### src/hdl/filled_circle_rasterizer_defines.svh
// assertion macros shared by the rasterizer rtl
`ifndef FILLED_CIRCLE_RASTERIZER_DEFINES_SVH
`define FILLED_CIRCLE_RASTERIZER_DEFINES_SVH

// same-cycle implication, sampled on clk_i, off during reset
`define FCR_ASSERT_HOLD(label, ante, cons) \
  label: assert property (@(posedge clk_i) disable iff (!rst_ni) (ante) |-> (cons)) \
    else $error("fcr check failed: same-cycle implication");

// next-cycle implication, sampled on clk_i, off during reset
`define FCR_ASSERT_NEXT(label, ante, cons) \
  label: assert property (@(posedge clk_i) disable iff (!rst_ni) (ante) |=> (cons)) \
    else $error("fcr check failed: next-cycle implication");

`endif

### src/hdl/fcr_pkg.sv
package fcr_pkg;

  // width of a packed pixel color word
  localparam int unsigned COLOR_W = 32;

  // input item kinds
  typedef enum logic {
    ACT_START = 1'b0,
    ACT_STEP  = 1'b1
  } action_e;

  // configuration register indexes
  typedef enum logic {
    CFG_FRAME_WIDTH  = 1'b0,
    CFG_FRAME_HEIGHT = 1'b1
  } cfg_reg_e;

endpackage

### src/hdl/filled_circle_rasterizer.sv
// Filled circle rasterizer. A start transfer loads center, radius and color and
// arms a scan of the circle's bounding box, x outer and y inner, both ascending.
// Every later step transfer of an armed scan visits one box position and yields
// one result: a framebuffer write (vertically flipped word offset and the held
// color) when the position is inside the circle and the frame, otherwise an
// empty result; the final box position raises last. Every input transfer, start
// or step, yields exactly one result. Throughput is one item per clock while
// in_stall_o is low: the circle test (two squares and a compare) and the address
// multiply sit between the scan state and the output buffer. A two-entry output
// buffer lets one more item in while a result is held back by out_stall_i;
// in_stall_o rises only when both entries are full. The user must write frame
// size registers through the config port only while idle; it is not enforced.
`include "filled_circle_rasterizer_defines.svh"

module filled_circle_rasterizer #(
  parameter int COORD_BITS  = 16,
  parameter int RADIUS_BITS = 12,
  parameter int DIM_BITS    = 12
) (
  input  logic                          clk_i,
  input  logic                          rst_ni,
  // configuration writes
  input  logic                          cfg_we_i,
  input  logic [0:0]                    cfg_index_i,
  input  logic [DIM_BITS:0]             cfg_data_i,
  // input channel
  input  logic                          in_valid_i,
  output logic                          in_stall_o,
  input  logic                          in_action_i,
  input  logic signed [COORD_BITS-1:0]  in_center_x_i,
  input  logic signed [COORD_BITS-1:0]  in_center_y_i,
  input  logic [RADIUS_BITS-1:0]        in_radius_i,
  input  logic [fcr_pkg::COLOR_W-1:0]   in_color_i,
  // output channel
  output logic                          out_valid_o,
  input  logic                          out_stall_i,
  output logic                          out_write_enable_o,
  output logic [2*DIM_BITS-1:0]         out_pixel_address_o,
  output logic [fcr_pkg::COLOR_W-1:0]   out_pixel_color_o,
  output logic                          out_last_o
);

  localparam int DIM_W  = DIM_BITS + 1;
  localparam int ADDR_W = 2 * DIM_BITS;
  localparam int SQ_W   = 2 * RADIUS_BITS;
  localparam int SCAN_W = ((COORD_BITS > RADIUS_BITS) ? COORD_BITS : RADIUS_BITS + 1) + 1;
  localparam int CMP_W  = (SCAN_W > DIM_BITS + 2) ? SCAN_W : DIM_BITS + 2;
  localparam int DIM_TOP = 2 ** DIM_BITS;
  localparam int FW_RST  = (640 > DIM_TOP) ? DIM_TOP : 640;
  localparam int FH_RST  = (480 > DIM_TOP) ? DIM_TOP : 480;
  localparam logic [DIM_W-1:0] DIM_MAX = {1'b1, {DIM_BITS{1'b0}}};

  typedef struct packed {
    logic                        write_enable;
    logic [ADDR_W-1:0]           addr;
    logic [fcr_pkg::COLOR_W-1:0] color;
    logic                        last;
  } result_t;

  // frame size registers
  logic [DIM_W-1:0] fw_q, fh_q;
  logic [DIM_W-1:0] cfg_clamped;

  assign cfg_clamped = (cfg_data_i > DIM_MAX) ? DIM_MAX : cfg_data_i;

  always_ff @(posedge clk_i or negedge rst_ni) begin
    if (!rst_ni) begin
      fw_q <= DIM_W'(FW_RST);
      fh_q <= DIM_W'(FH_RST);
    end else if (cfg_we_i) begin
      case (cfg_index_i)
        fcr_pkg::CFG_FRAME_WIDTH:  fw_q <= cfg_clamped;
        fcr_pkg::CFG_FRAME_HEIGHT: fh_q <= cfg_clamped;
        default: ;
      endcase
    end
  end

  // scan state
  logic                          active_q;
  logic signed [COORD_BITS-1:0]  cx_q, cy_q;
  logic [SQ_W-1:0]               rsq_q;
  logic [fcr_pkg::COLOR_W-1:0]   color_q;
  logic signed [SCAN_W-1:0]      scan_x_q, scan_y_q;
  logic signed [SCAN_W-1:0]      y_first_q, y_last_q, x_last_q;

  logic in_acc;
  logic is_step;
  assign in_acc  = in_valid_i && !in_stall_o;
  assign is_step = (in_action_i == fcr_pkg::ACT_STEP);

  // center and radius of a new circle, widened to the scan width
  logic signed [SCAN_W-1:0] new_cx, new_cy, new_r;
  assign new_cx = SCAN_W'(in_center_x_i);
  assign new_cy = SCAN_W'(in_center_y_i);
  assign new_r  = $signed(SCAN_W'(in_radius_i));

  // circle test on the current position
  logic signed [SCAN_W-1:0]          dx_full, dy_full;
  logic signed [RADIUS_BITS:0]       dx, dy;
  logic signed [2*RADIUS_BITS+1:0]   dx_sq, dy_sq;
  logic [SQ_W:0]                     dist_sq;
  logic                              in_circle;

  assign dx_full   = scan_x_q - SCAN_W'(cx_q);
  assign dy_full   = scan_y_q - SCAN_W'(cy_q);
  assign dx        = dx_full[RADIUS_BITS:0];
  assign dy        = dy_full[RADIUS_BITS:0];
  assign dx_sq     = (2*RADIUS_BITS+2)'(dx) * (2*RADIUS_BITS+2)'(dx);
  assign dy_sq     = (2*RADIUS_BITS+2)'(dy) * (2*RADIUS_BITS+2)'(dy);
  assign dist_sq   = {1'b0, dx_sq[SQ_W-1:0]} + {1'b0, dy_sq[SQ_W-1:0]};
  assign in_circle = (dist_sq <= {1'b0, rsq_q});

  // frame clip
  logic signed [CMP_W-1:0] x_ext, y_ext, fw_ext, fh_ext;
  logic                    in_frame;

  assign x_ext    = CMP_W'(scan_x_q);
  assign y_ext    = CMP_W'(scan_y_q);
  assign fw_ext   = $signed(CMP_W'(fw_q));
  assign fh_ext   = $signed(CMP_W'(fh_q));
  assign in_frame = !x_ext[CMP_W-1] && !y_ext[CMP_W-1] && (x_ext < fw_ext) && (y_ext < fh_ext);

  // flipped word offset
  logic [DIM_W-1:0]  row_full;
  logic [DIM_BITS-1:0] row;
  logic [ADDR_W:0]   addr_prod, addr_sum;

  assign row_full  = fh_q - DIM_W'(y_ext[DIM_BITS-1:0]) - DIM_W'(1);
  assign row       = row_full[DIM_BITS-1:0];
  assign addr_prod = (ADDR_W + 1)'(row) * (ADDR_W + 1)'(fw_q);
  assign addr_sum  = addr_prod + (ADDR_W + 1)'(x_ext[DIM_BITS-1:0]);

  // end of column and end of box
  logic y_end, x_end;
  assign y_end = (scan_y_q == y_last_q);
  assign x_end = (scan_x_q == x_last_q);

  // result of this item
  result_t res_new;
  logic    draw;

  always_comb begin
    res_new = '0;
    draw    = is_step && active_q && in_circle && in_frame;
    if (draw) begin
      res_new.write_enable = 1'b1;
      res_new.addr         = addr_sum[ADDR_W-1:0];
      res_new.color        = color_q;
    end
    res_new.last = is_step && active_q && x_end && y_end;
  end

  // scan state update on each input transfer
  always_ff @(posedge clk_i or negedge rst_ni) begin
    if (!rst_ni) begin
      active_q <= 1'b0;
    end else if (in_acc) begin
      if (!is_step) begin
        active_q <= 1'b1;
      end else if (active_q && x_end && y_end) begin
        active_q <= 1'b0;
      end
    end
  end

  always_ff @(posedge clk_i) begin
    if (in_acc) begin
      if (!is_step) begin
        cx_q      <= in_center_x_i;
        cy_q      <= in_center_y_i;
        rsq_q     <= SQ_W'(in_radius_i) * SQ_W'(in_radius_i);
        color_q   <= in_color_i;
        scan_x_q  <= new_cx - new_r;
        scan_y_q  <= new_cy - new_r;
        y_first_q <= new_cy - new_r;
        y_last_q  <= new_cy + new_r;
        x_last_q  <= new_cx + new_r;
      end else if (active_q && !(x_end && y_end)) begin
        if (y_end) begin
          scan_y_q <= y_first_q;
          scan_x_q <= scan_x_q + SCAN_W'(1);
        end else begin
          scan_y_q <= scan_y_q + SCAN_W'(1);
        end
      end
    end
  end

  // two-entry output buffer: result register plus skid
  logic    out_valid_q, skid_valid_q;
  result_t out_q, skid_q;
  logic    out_fire;

  assign out_fire   = out_valid_q && !out_stall_i;
  assign in_stall_o = skid_valid_q;

  always_ff @(posedge clk_i or negedge rst_ni) begin
    if (!rst_ni) begin
      out_valid_q  <= 1'b0;
      skid_valid_q <= 1'b0;
    end else if (skid_valid_q) begin
      if (out_fire) begin
        skid_valid_q <= 1'b0;
      end
    end else if (in_acc) begin
      if (out_valid_q && !out_fire) begin
        skid_valid_q <= 1'b1;
      end else begin
        out_valid_q <= 1'b1;
      end
    end else if (out_fire) begin
      out_valid_q <= 1'b0;
    end
  end

  always_ff @(posedge clk_i) begin
    if (skid_valid_q) begin
      if (out_fire) begin
        out_q <= skid_q;
      end
    end else if (in_acc) begin
      if (out_valid_q && !out_fire) begin
        skid_q <= res_new;
      end else begin
        out_q <= res_new;
      end
    end
  end

  assign out_valid_o         = out_valid_q;
  assign out_write_enable_o  = out_q.write_enable;
  assign out_pixel_address_o = out_q.addr;
  assign out_pixel_color_o   = out_q.color;
  assign out_last_o          = out_q.last;

  // checks
  `FCR_ASSERT_HOLD(a_skid_needs_out, skid_valid_q, out_valid_q)
  `FCR_ASSERT_NEXT(a_skid_fills, in_acc && out_valid_q && out_stall_i, skid_valid_q)
  `FCR_ASSERT_NEXT(a_start_arms, in_acc && !is_step, active_q)
  `FCR_ASSERT_HOLD(a_empty_result_zero, out_valid_q && !out_q.write_enable,
                   out_q.addr == '0 && out_q.color == '0)
  `FCR_ASSERT_HOLD(a_scan_y_in_box, active_q,
                   scan_y_q >= y_first_q && scan_y_q <= y_last_q)

endmodule

### config.mk
export PLATFORM = sky130hd
export DESIGN_NAME = filled_circle_rasterizer
export DESIGN_NICKNAME = d
export VERILOG_FILES = /design/src/hdl/fcr_pkg.sv /design/src/hdl/filled_circle_rasterizer.sv
export VERILOG_INCLUDE_DIRS = /design/src /design/src/hdl
export SDC_FILE = /design/constraint.sdc
export NUM_CORES = 2
export LEC_CHECK = 0
export CAP_MARGIN = 30
export CORE_MARGIN = 2
export CORE_UTILIZATION = 58
export CTS_CLUSTER_SIZE = 28
export DETAILED_ROUTE_END_ITERATION = 7
export DONT_BUFFER_PORTS = 1
export HOLD_SLACK_MARGIN = 0.03
export PLACE_DENSITY = 0.74
export SLEW_MARGIN = 20
export SYNTH_ARGS = -nofsm -noshare
export SYNTH_HDL_FRONTEND = slang
export SYNTH_SLANG_ARGS = --single-unit
### constraint.sdc
create_clock -name clk_i -period 31.3 [get_ports clk_i]
set_input_delay 6.26 -clock clk_i [delete_from_list [all_inputs] [get_ports clk_i]]
set_output_delay 6.26 -clock clk_i [all_outputs]
set_load 0.05 [all_outputs]
* After elaboration in Yosys (flattened, before gate mapping)
Index checks and enable logic that the tools add are counted.
Widths: inputs -> output; s select.
** Storage, ports and cells
- Register bits :: 312
- Latch bits :: 0
- RAM bits :: 0
- Bits in read-only memories :: 0
- Input port bits :: 96
- Output and inout bits :: 60
- Memories kept :: 0
** Cells by class
- $add $sub $neg :: 12
- $mul :: 4
- Divide/modulo/power cells :: 0
- Order comparisons :: 4
- Eq/ne operators :: 8
- Shifts and indexed selects :: 0
- Mux-type cells :: 21
- Bitwise logic cells :: 3
- Reduce and logical (&&, ||, !) cells :: 32
** Operators by type and width (number)
- $mux 58 :: 4
- $mux 17 :: 6
- $mux 57 :: 1
- $mul 13x13->24 :: 2
- $add 16x13->17 :: 2
- $add 17x2->17 const B :: 2
- $eq 17x17->1 :: 2
- $lt 17x14->1 :: 2
- $sub 16x13->17 :: 2
- $sub 13x13->13 :: 2
- $add 24x24->25 :: 1
- $le 25x24->1 :: 1
- $add 24x12->24 :: 1
- $mul 12x12->24 :: 1
- $mul 12x13->24 :: 1
- $logic_and 1x1->1 :: 15
- $gt 13x13->1 const B :: 1
- $mux 13 :: 1
- $reduce_and 3->1 :: 4
- $sub 12x1->12 const B :: 1
- $sub 12x12->12 :: 1
- $reduce_and 2->1 :: 5
- $mux 1 :: 9
- $ne 2x1->1 const B :: 4
- other kinds (4) :: 13

* Logic depth before layout (Yosys ltp)
- Depth after elaboration :: 10
- Mapped depth :: 52
- Mapped depth without buffers :: 50

* Worst setup path after synthesis
Ideal clock, no wire load.
- Path kind :: input to register
- Start point :: input port in_action_i
- End point :: register color_q[0] in the netlist's numbering (enable)
- Setup time :: 0.623 ns
- Arrival time :: 12.133 ns
- Slack :: 18.544 ns
- Cell stages on the path :: 3
- Path through :: clkbuf_1 -> clkbuf_1 -> nor2_1
** On the way
- Longest elaborated chain between the ends :: 2
** RTL lines
- start: declaration :: RTL line filled_circle_rasterizer.sv:29 : input logic in_action_i,
- $not 1->1 (no line)
- $reduce_and 2->1 (no line)
- end signal: assignment :: RTL line filled_circle_rasterizer.sv:173 : color_q <= in_color_i;
- end: declaration :: RTL line filled_circle_rasterizer.sv:83 : logic [fcr_pkg::COLOR_W-1:0] color_q;
No other way between the ends.
A chain may end at the register's enable or synchronous reset.

* Worst setup path in the final report
- Start point :: register scan_x_q[1]
- End point :: register out_q (netlist bit out_pixel_address_o[16]), data pin
** On the way
- Longest elaborated chain between the ends :: 10
- Elaborated cells between the ends (all ways) :: 14
** RTL lines
- start: declaration :: RTL line filled_circle_rasterizer.sv:84 : logic signed [SCAN_W-1:0] scan_x_q, scan_y_q;
- start signal: assignment :: RTL line filled_circle_rasterizer.sv:174 : scan_x_q <= new_cx - new_r;
- start signal: assignment :: RTL line filled_circle_rasterizer.sv:182 : scan_x_q <= scan_x_q + SCAN_W'(1);
- $sub 13x13->13 :: RTL line filled_circle_rasterizer.sv:105 : assign dx_full = scan_x_q - SCAN_W'(cx_q);
- $mul 13x13->24 :: RTL line filled_circle_rasterizer.sv:109 : assign dx_sq = (2*RADIUS_BITS+2)'(dx) * (2*RADIUS_BITS+2)'(dx);
- $add 24x24->25 :: RTL line filled_circle_rasterizer.sv:111 : assign dist_sq = {1'b0, dx_sq[SQ_W-1:0]} + {1'b0, dy_sq[SQ_W-1:0]};
- $le 25x24->1 :: RTL line filled_circle_rasterizer.sv:112 : assign in_circle = (dist_sq <= {1'b0, rsq_q});
- $logic_and 1x1->1 (2 in a row) :: RTL line filled_circle_rasterizer.sv:145 : draw = is_step && active_q && in_circle && in_frame;
- $mux 57 * :: RTL line filled_circle_rasterizer.sv:146 : if (draw) begin
- $mux 58 * :: RTL line filled_circle_rasterizer.sv:223 : if (out_valid_q && !out_fire) begin
- $mux 58 * :: RTL line filled_circle_rasterizer.sv:222 : end else if (in_acc) begin
- $mux 58 * :: RTL line filled_circle_rasterizer.sv:218 : if (skid_valid_q) begin
- end signal: assignment :: RTL line filled_circle_rasterizer.sv:220 : out_q <= skid_q;
- end signal: assignment :: RTL line filled_circle_rasterizer.sv:226 : out_q <= res_new;
- end: declaration :: RTL line filled_circle_rasterizer.sv:192 : result_t out_q, skid_q;
Every way passes the cells marked *; elsewhere a longest branch is shown, timed or not. The select of a mux whose other input is x is not followed.

==> impl_metrics.tcl <==
set metrics [dict create \
    holdPathEnd "fh_q[6]$_DFFE_PN1P_" \
    grt_pass1_wl_um 141000 \
    setup_viol_count_final 0 \
    crit_type "flop to flop" \
    cp_slowest_cell "xor2_1" \
    avgSynthCellArea_um2 9.90 \
    status "completed" \
    dieWidth_um 258 \
    r2r_cells 43 \
    start_util 0.584 \
    area_delta_synth_final_pct 5.79 \
    synthesis.area_um2 37500 \
    fin_skew_ns 0.0297 \
    fin_cells 4653 \
    wl_per_cell_um 18.6 \
    numPortBuffers 0 \
    die-area_um2 66600 \
    drive_gt1_frac 0.0598 \
    syn_inst 3782 \
    gp_congestion 0.925 \
    cp_top_family "adder cells" \
    crit_buf_inv 7 \
    mostFrequentLayoutCell "inv_1" \
    via_per_inst 5.53 \
    drt_pass1_iterations 7 \
    synth-seq-cells 310 \
    yosysWarnings 0 \
    max-cap-violations 0 \
    min_path_cells 2 \
    slew_headroom 0.343 \
    design_area_um2 39600 \
    r2r_setup_slack_ns 18.88 \
    start_kind "flop" \
    core_um2 64100 \
    routed_wl_um 86700 \
    insertion_delay_ns 0.54 \
    clock_sinks 310 \
    drt_iter0_drc 1628 \
    hp-class "flop to flop" \
    track_usage 0.268 \
    postCtsSetupRepairBufs 0 \
    grt_start_max_net_pins 78 \
    synth_top_cell_area_share 0.252 \
    synth_cell_type_count 78 \
    numCtsBuffers 35 \
    place_area_um2 38400 \
    hpwlAfterDp_um 69900 \
    root_buffer "clkbuf_16" \
    clkTransAtPathRegs_ns 0.06 \
    place_inst 4584 \
    cts_resized 0 \
    timing.rr.end "out_pixel_address_o[16]$_DFFE_PP_" \
    fin_crit_sh 0.397 \
    synthTopCellsByArea "fa_1, edfxtp_1, ha_1" \
    synth_top_flop_cell "edfxtp_1" \
    cp.arrival_ns 12.76 \
    synth_fp_nets 4758 \
    synthArstFlopShare 0.0935 \
    hold_viol 0 \
    drcViolationCount 0 \
    most-common-layout-cells "inv_1, fa_1, ha_1, nand2_1, edfxtp_1" \
    grt_pass1_vias 26500 \
    cts_buffer_depth 3 \
    cts_hold_buffers 0 \
    worstMarginPinSlew_ns 0.976 \
    synth_edf_count 281 \
    rsz0062_at_grt "no" \
    rows 93 \
    cp.required_ns 31.64 \
    critPathMaxStageDelay_ns 0.73 \
    whs_ns 0.505 \
    critPathCaptureType "flop" \
    cts_tree "done" \
    antenna_found_initial 4 \
    io_pins 156 \
    crit_fanout 55 \
    ant_nets 0 \
    hp-start "fh_q[6]$_DFFE_PN1P_" \
    seq_area_frac_synth 0.245 \
    die-height_um 258 \
    vias 25700 \
    r2r_start "scan_x_q[1]$_DFFE_PP_" \
    slew_viol_final 0 \
    yosysTopAreaCell "fa_1" \
    finalSetupTns_ns 0 \
    nNetsFinal 4746 \
    min_period_ns 12.42 \
    fmax_mhz 80.5 \
    overflow 0 \
    htreeDepth 2 \
]
==> registers in the layout, indices dropped and copies added, names as in the netlist <==
name	cells
scan_y_q	17
active_q	1
out_valid_o	1
cx_q	13
y_first_q	17
fh_q	13
out_pixel_color_o	32
out_last_o	1
cy_q	13
color_q	32
skid_q	58
out_pixel_address_o	24
x_last_q	17
out_write_enable_o	1
y_last_q	16
in_stall_o	1
fw_q	13
scan_x_q	17
rsq_q	23
==> worst max path at each step <==
stage                                startpoint                                end  slack [ns]  depth (start not counted)
after detailed placement  scan_x_q[1]$_DFFE_PP_  out_pixel_address_o[16]$_DFFE_PP_       19.07                         43
after global placement    scan_x_q[1]$_DFFE_PP_  out_pixel_address_o[16]$_DFFE_PP_       19.26                         46
after global routing      scan_x_q[1]$_DFFE_PP_  out_pixel_address_o[16]$_DFFE_PP_       18.24                         43
after floorplan                     in_action_i               color_q[0]$_DFFE_PP_       18.54                          3
after CTS                 scan_x_q[1]$_DFFE_PP_  out_pixel_address_o[16]$_DFFE_PP_       19.01                         43
final                     scan_x_q[1]$_DFFE_PP_  out_pixel_address_o[16]$_DFFE_PP_       18.88                         43
==> cell families after synthesis <==
kind of cell / Yosys count / synth area share
compound gates: 465 / 0.0775
simple gates: 970 / 0.125
xor+xnor: 253 / 0.0596
mux: 67 / 0.0197
flops: 310 / 0.245
buf+inv: 837 / 0.0851
fa+ha+maj: 880 / 0.389
==> through the flow <==
stage | utilization | setup WS (ns)
global route | 0.618 | 18.24
detailed placement | 0.599 | 19.07
CTS | 0.617 | 19.01
floorplan | - | 18.54
finish | 0.618 | 18.88
global placement | 0.599 | 19.26
==> routing by layer <==
layer  part of all wire  vias up  track usage
met4              0.027        0       0.0716
met5                  0        -            0
met3              0.059      135       0.0371
met2               0.47      753        0.447
met1               0.44    12700        0.371
li1                   -    12100            -
==> worst min-delay path: stages, from the launching register on <==
cell and delay, ns:
dfstp_2 0.38, nand2_1 0.05, o21ai_0 0.07
==> layout make-up <==
type | instances | area, um^2
flip-flops and latches | 310 | 9180
multi-input cells | 2635 | 25100
fillers | 5302 | 24500
diodes | 3 | 7.51
clock buffers | 42 | 916
well taps | 855 | 1070
repair buffers | 30 | 241
inverters | 758 | 2850
clock inverters | 20 | 239
==> synth_stat cells, types with 5 or more instances <==
| master | number |
|---|---|
| inv_1 | 733 |
| fa_1 | 472 |
| ha_1 | 408 |
| nand2_1 | 337 |
| edfxtp_1 | 281 |
| nor2_1 | 241 |
| xnor2_1 | 171 |
| a21oi_1 | 129 |
| o21ai_0 | 91 |
| xor2_1 | 80 |
| and2_1 | 72 |
| clkbuf_1 | 68 |
| nand2b_1 | 67 |
| mux2_2 | 55 |
| o21ai_1 | 52 |
| a21o_1 | 48 |
| nand3_1 | 42 |
| nor3_1 | 41 |
| and2_4 | 36 |
| nor2b_1 | 30 |
| and3_1 | 26 |
| dfrtp_1 | 23 |
| o21bai_1 | 23 |
| o21a_1 | 21 |
| inv_2 | 19 |
| or3_1 | 16 |
| a211oi_1 | 15 |
| nand4_1 | 15 |
| nor4_1 | 15 |
| mux2i_1 | 12 |
| a21boi_1 | 10 |
| a31oi_1 | 9 |
| or2_2 | 9 |
| o31ai_1 | 8 |
| a211o_1 | 7 |
| a31o_1 | 6 |
| buf_6 | 6 |
| clkinv_1 | 6 |
| dfstp_2 | 6 |
| a2111oi_0 | 5 |
| buf_1 | 5 |
| nor3b_1 | 5 |
| or2_1 | 5 |
Power is not shown: default switching activity piles up to over one toggle a cycle in this logic, so the estimate is an artifact.
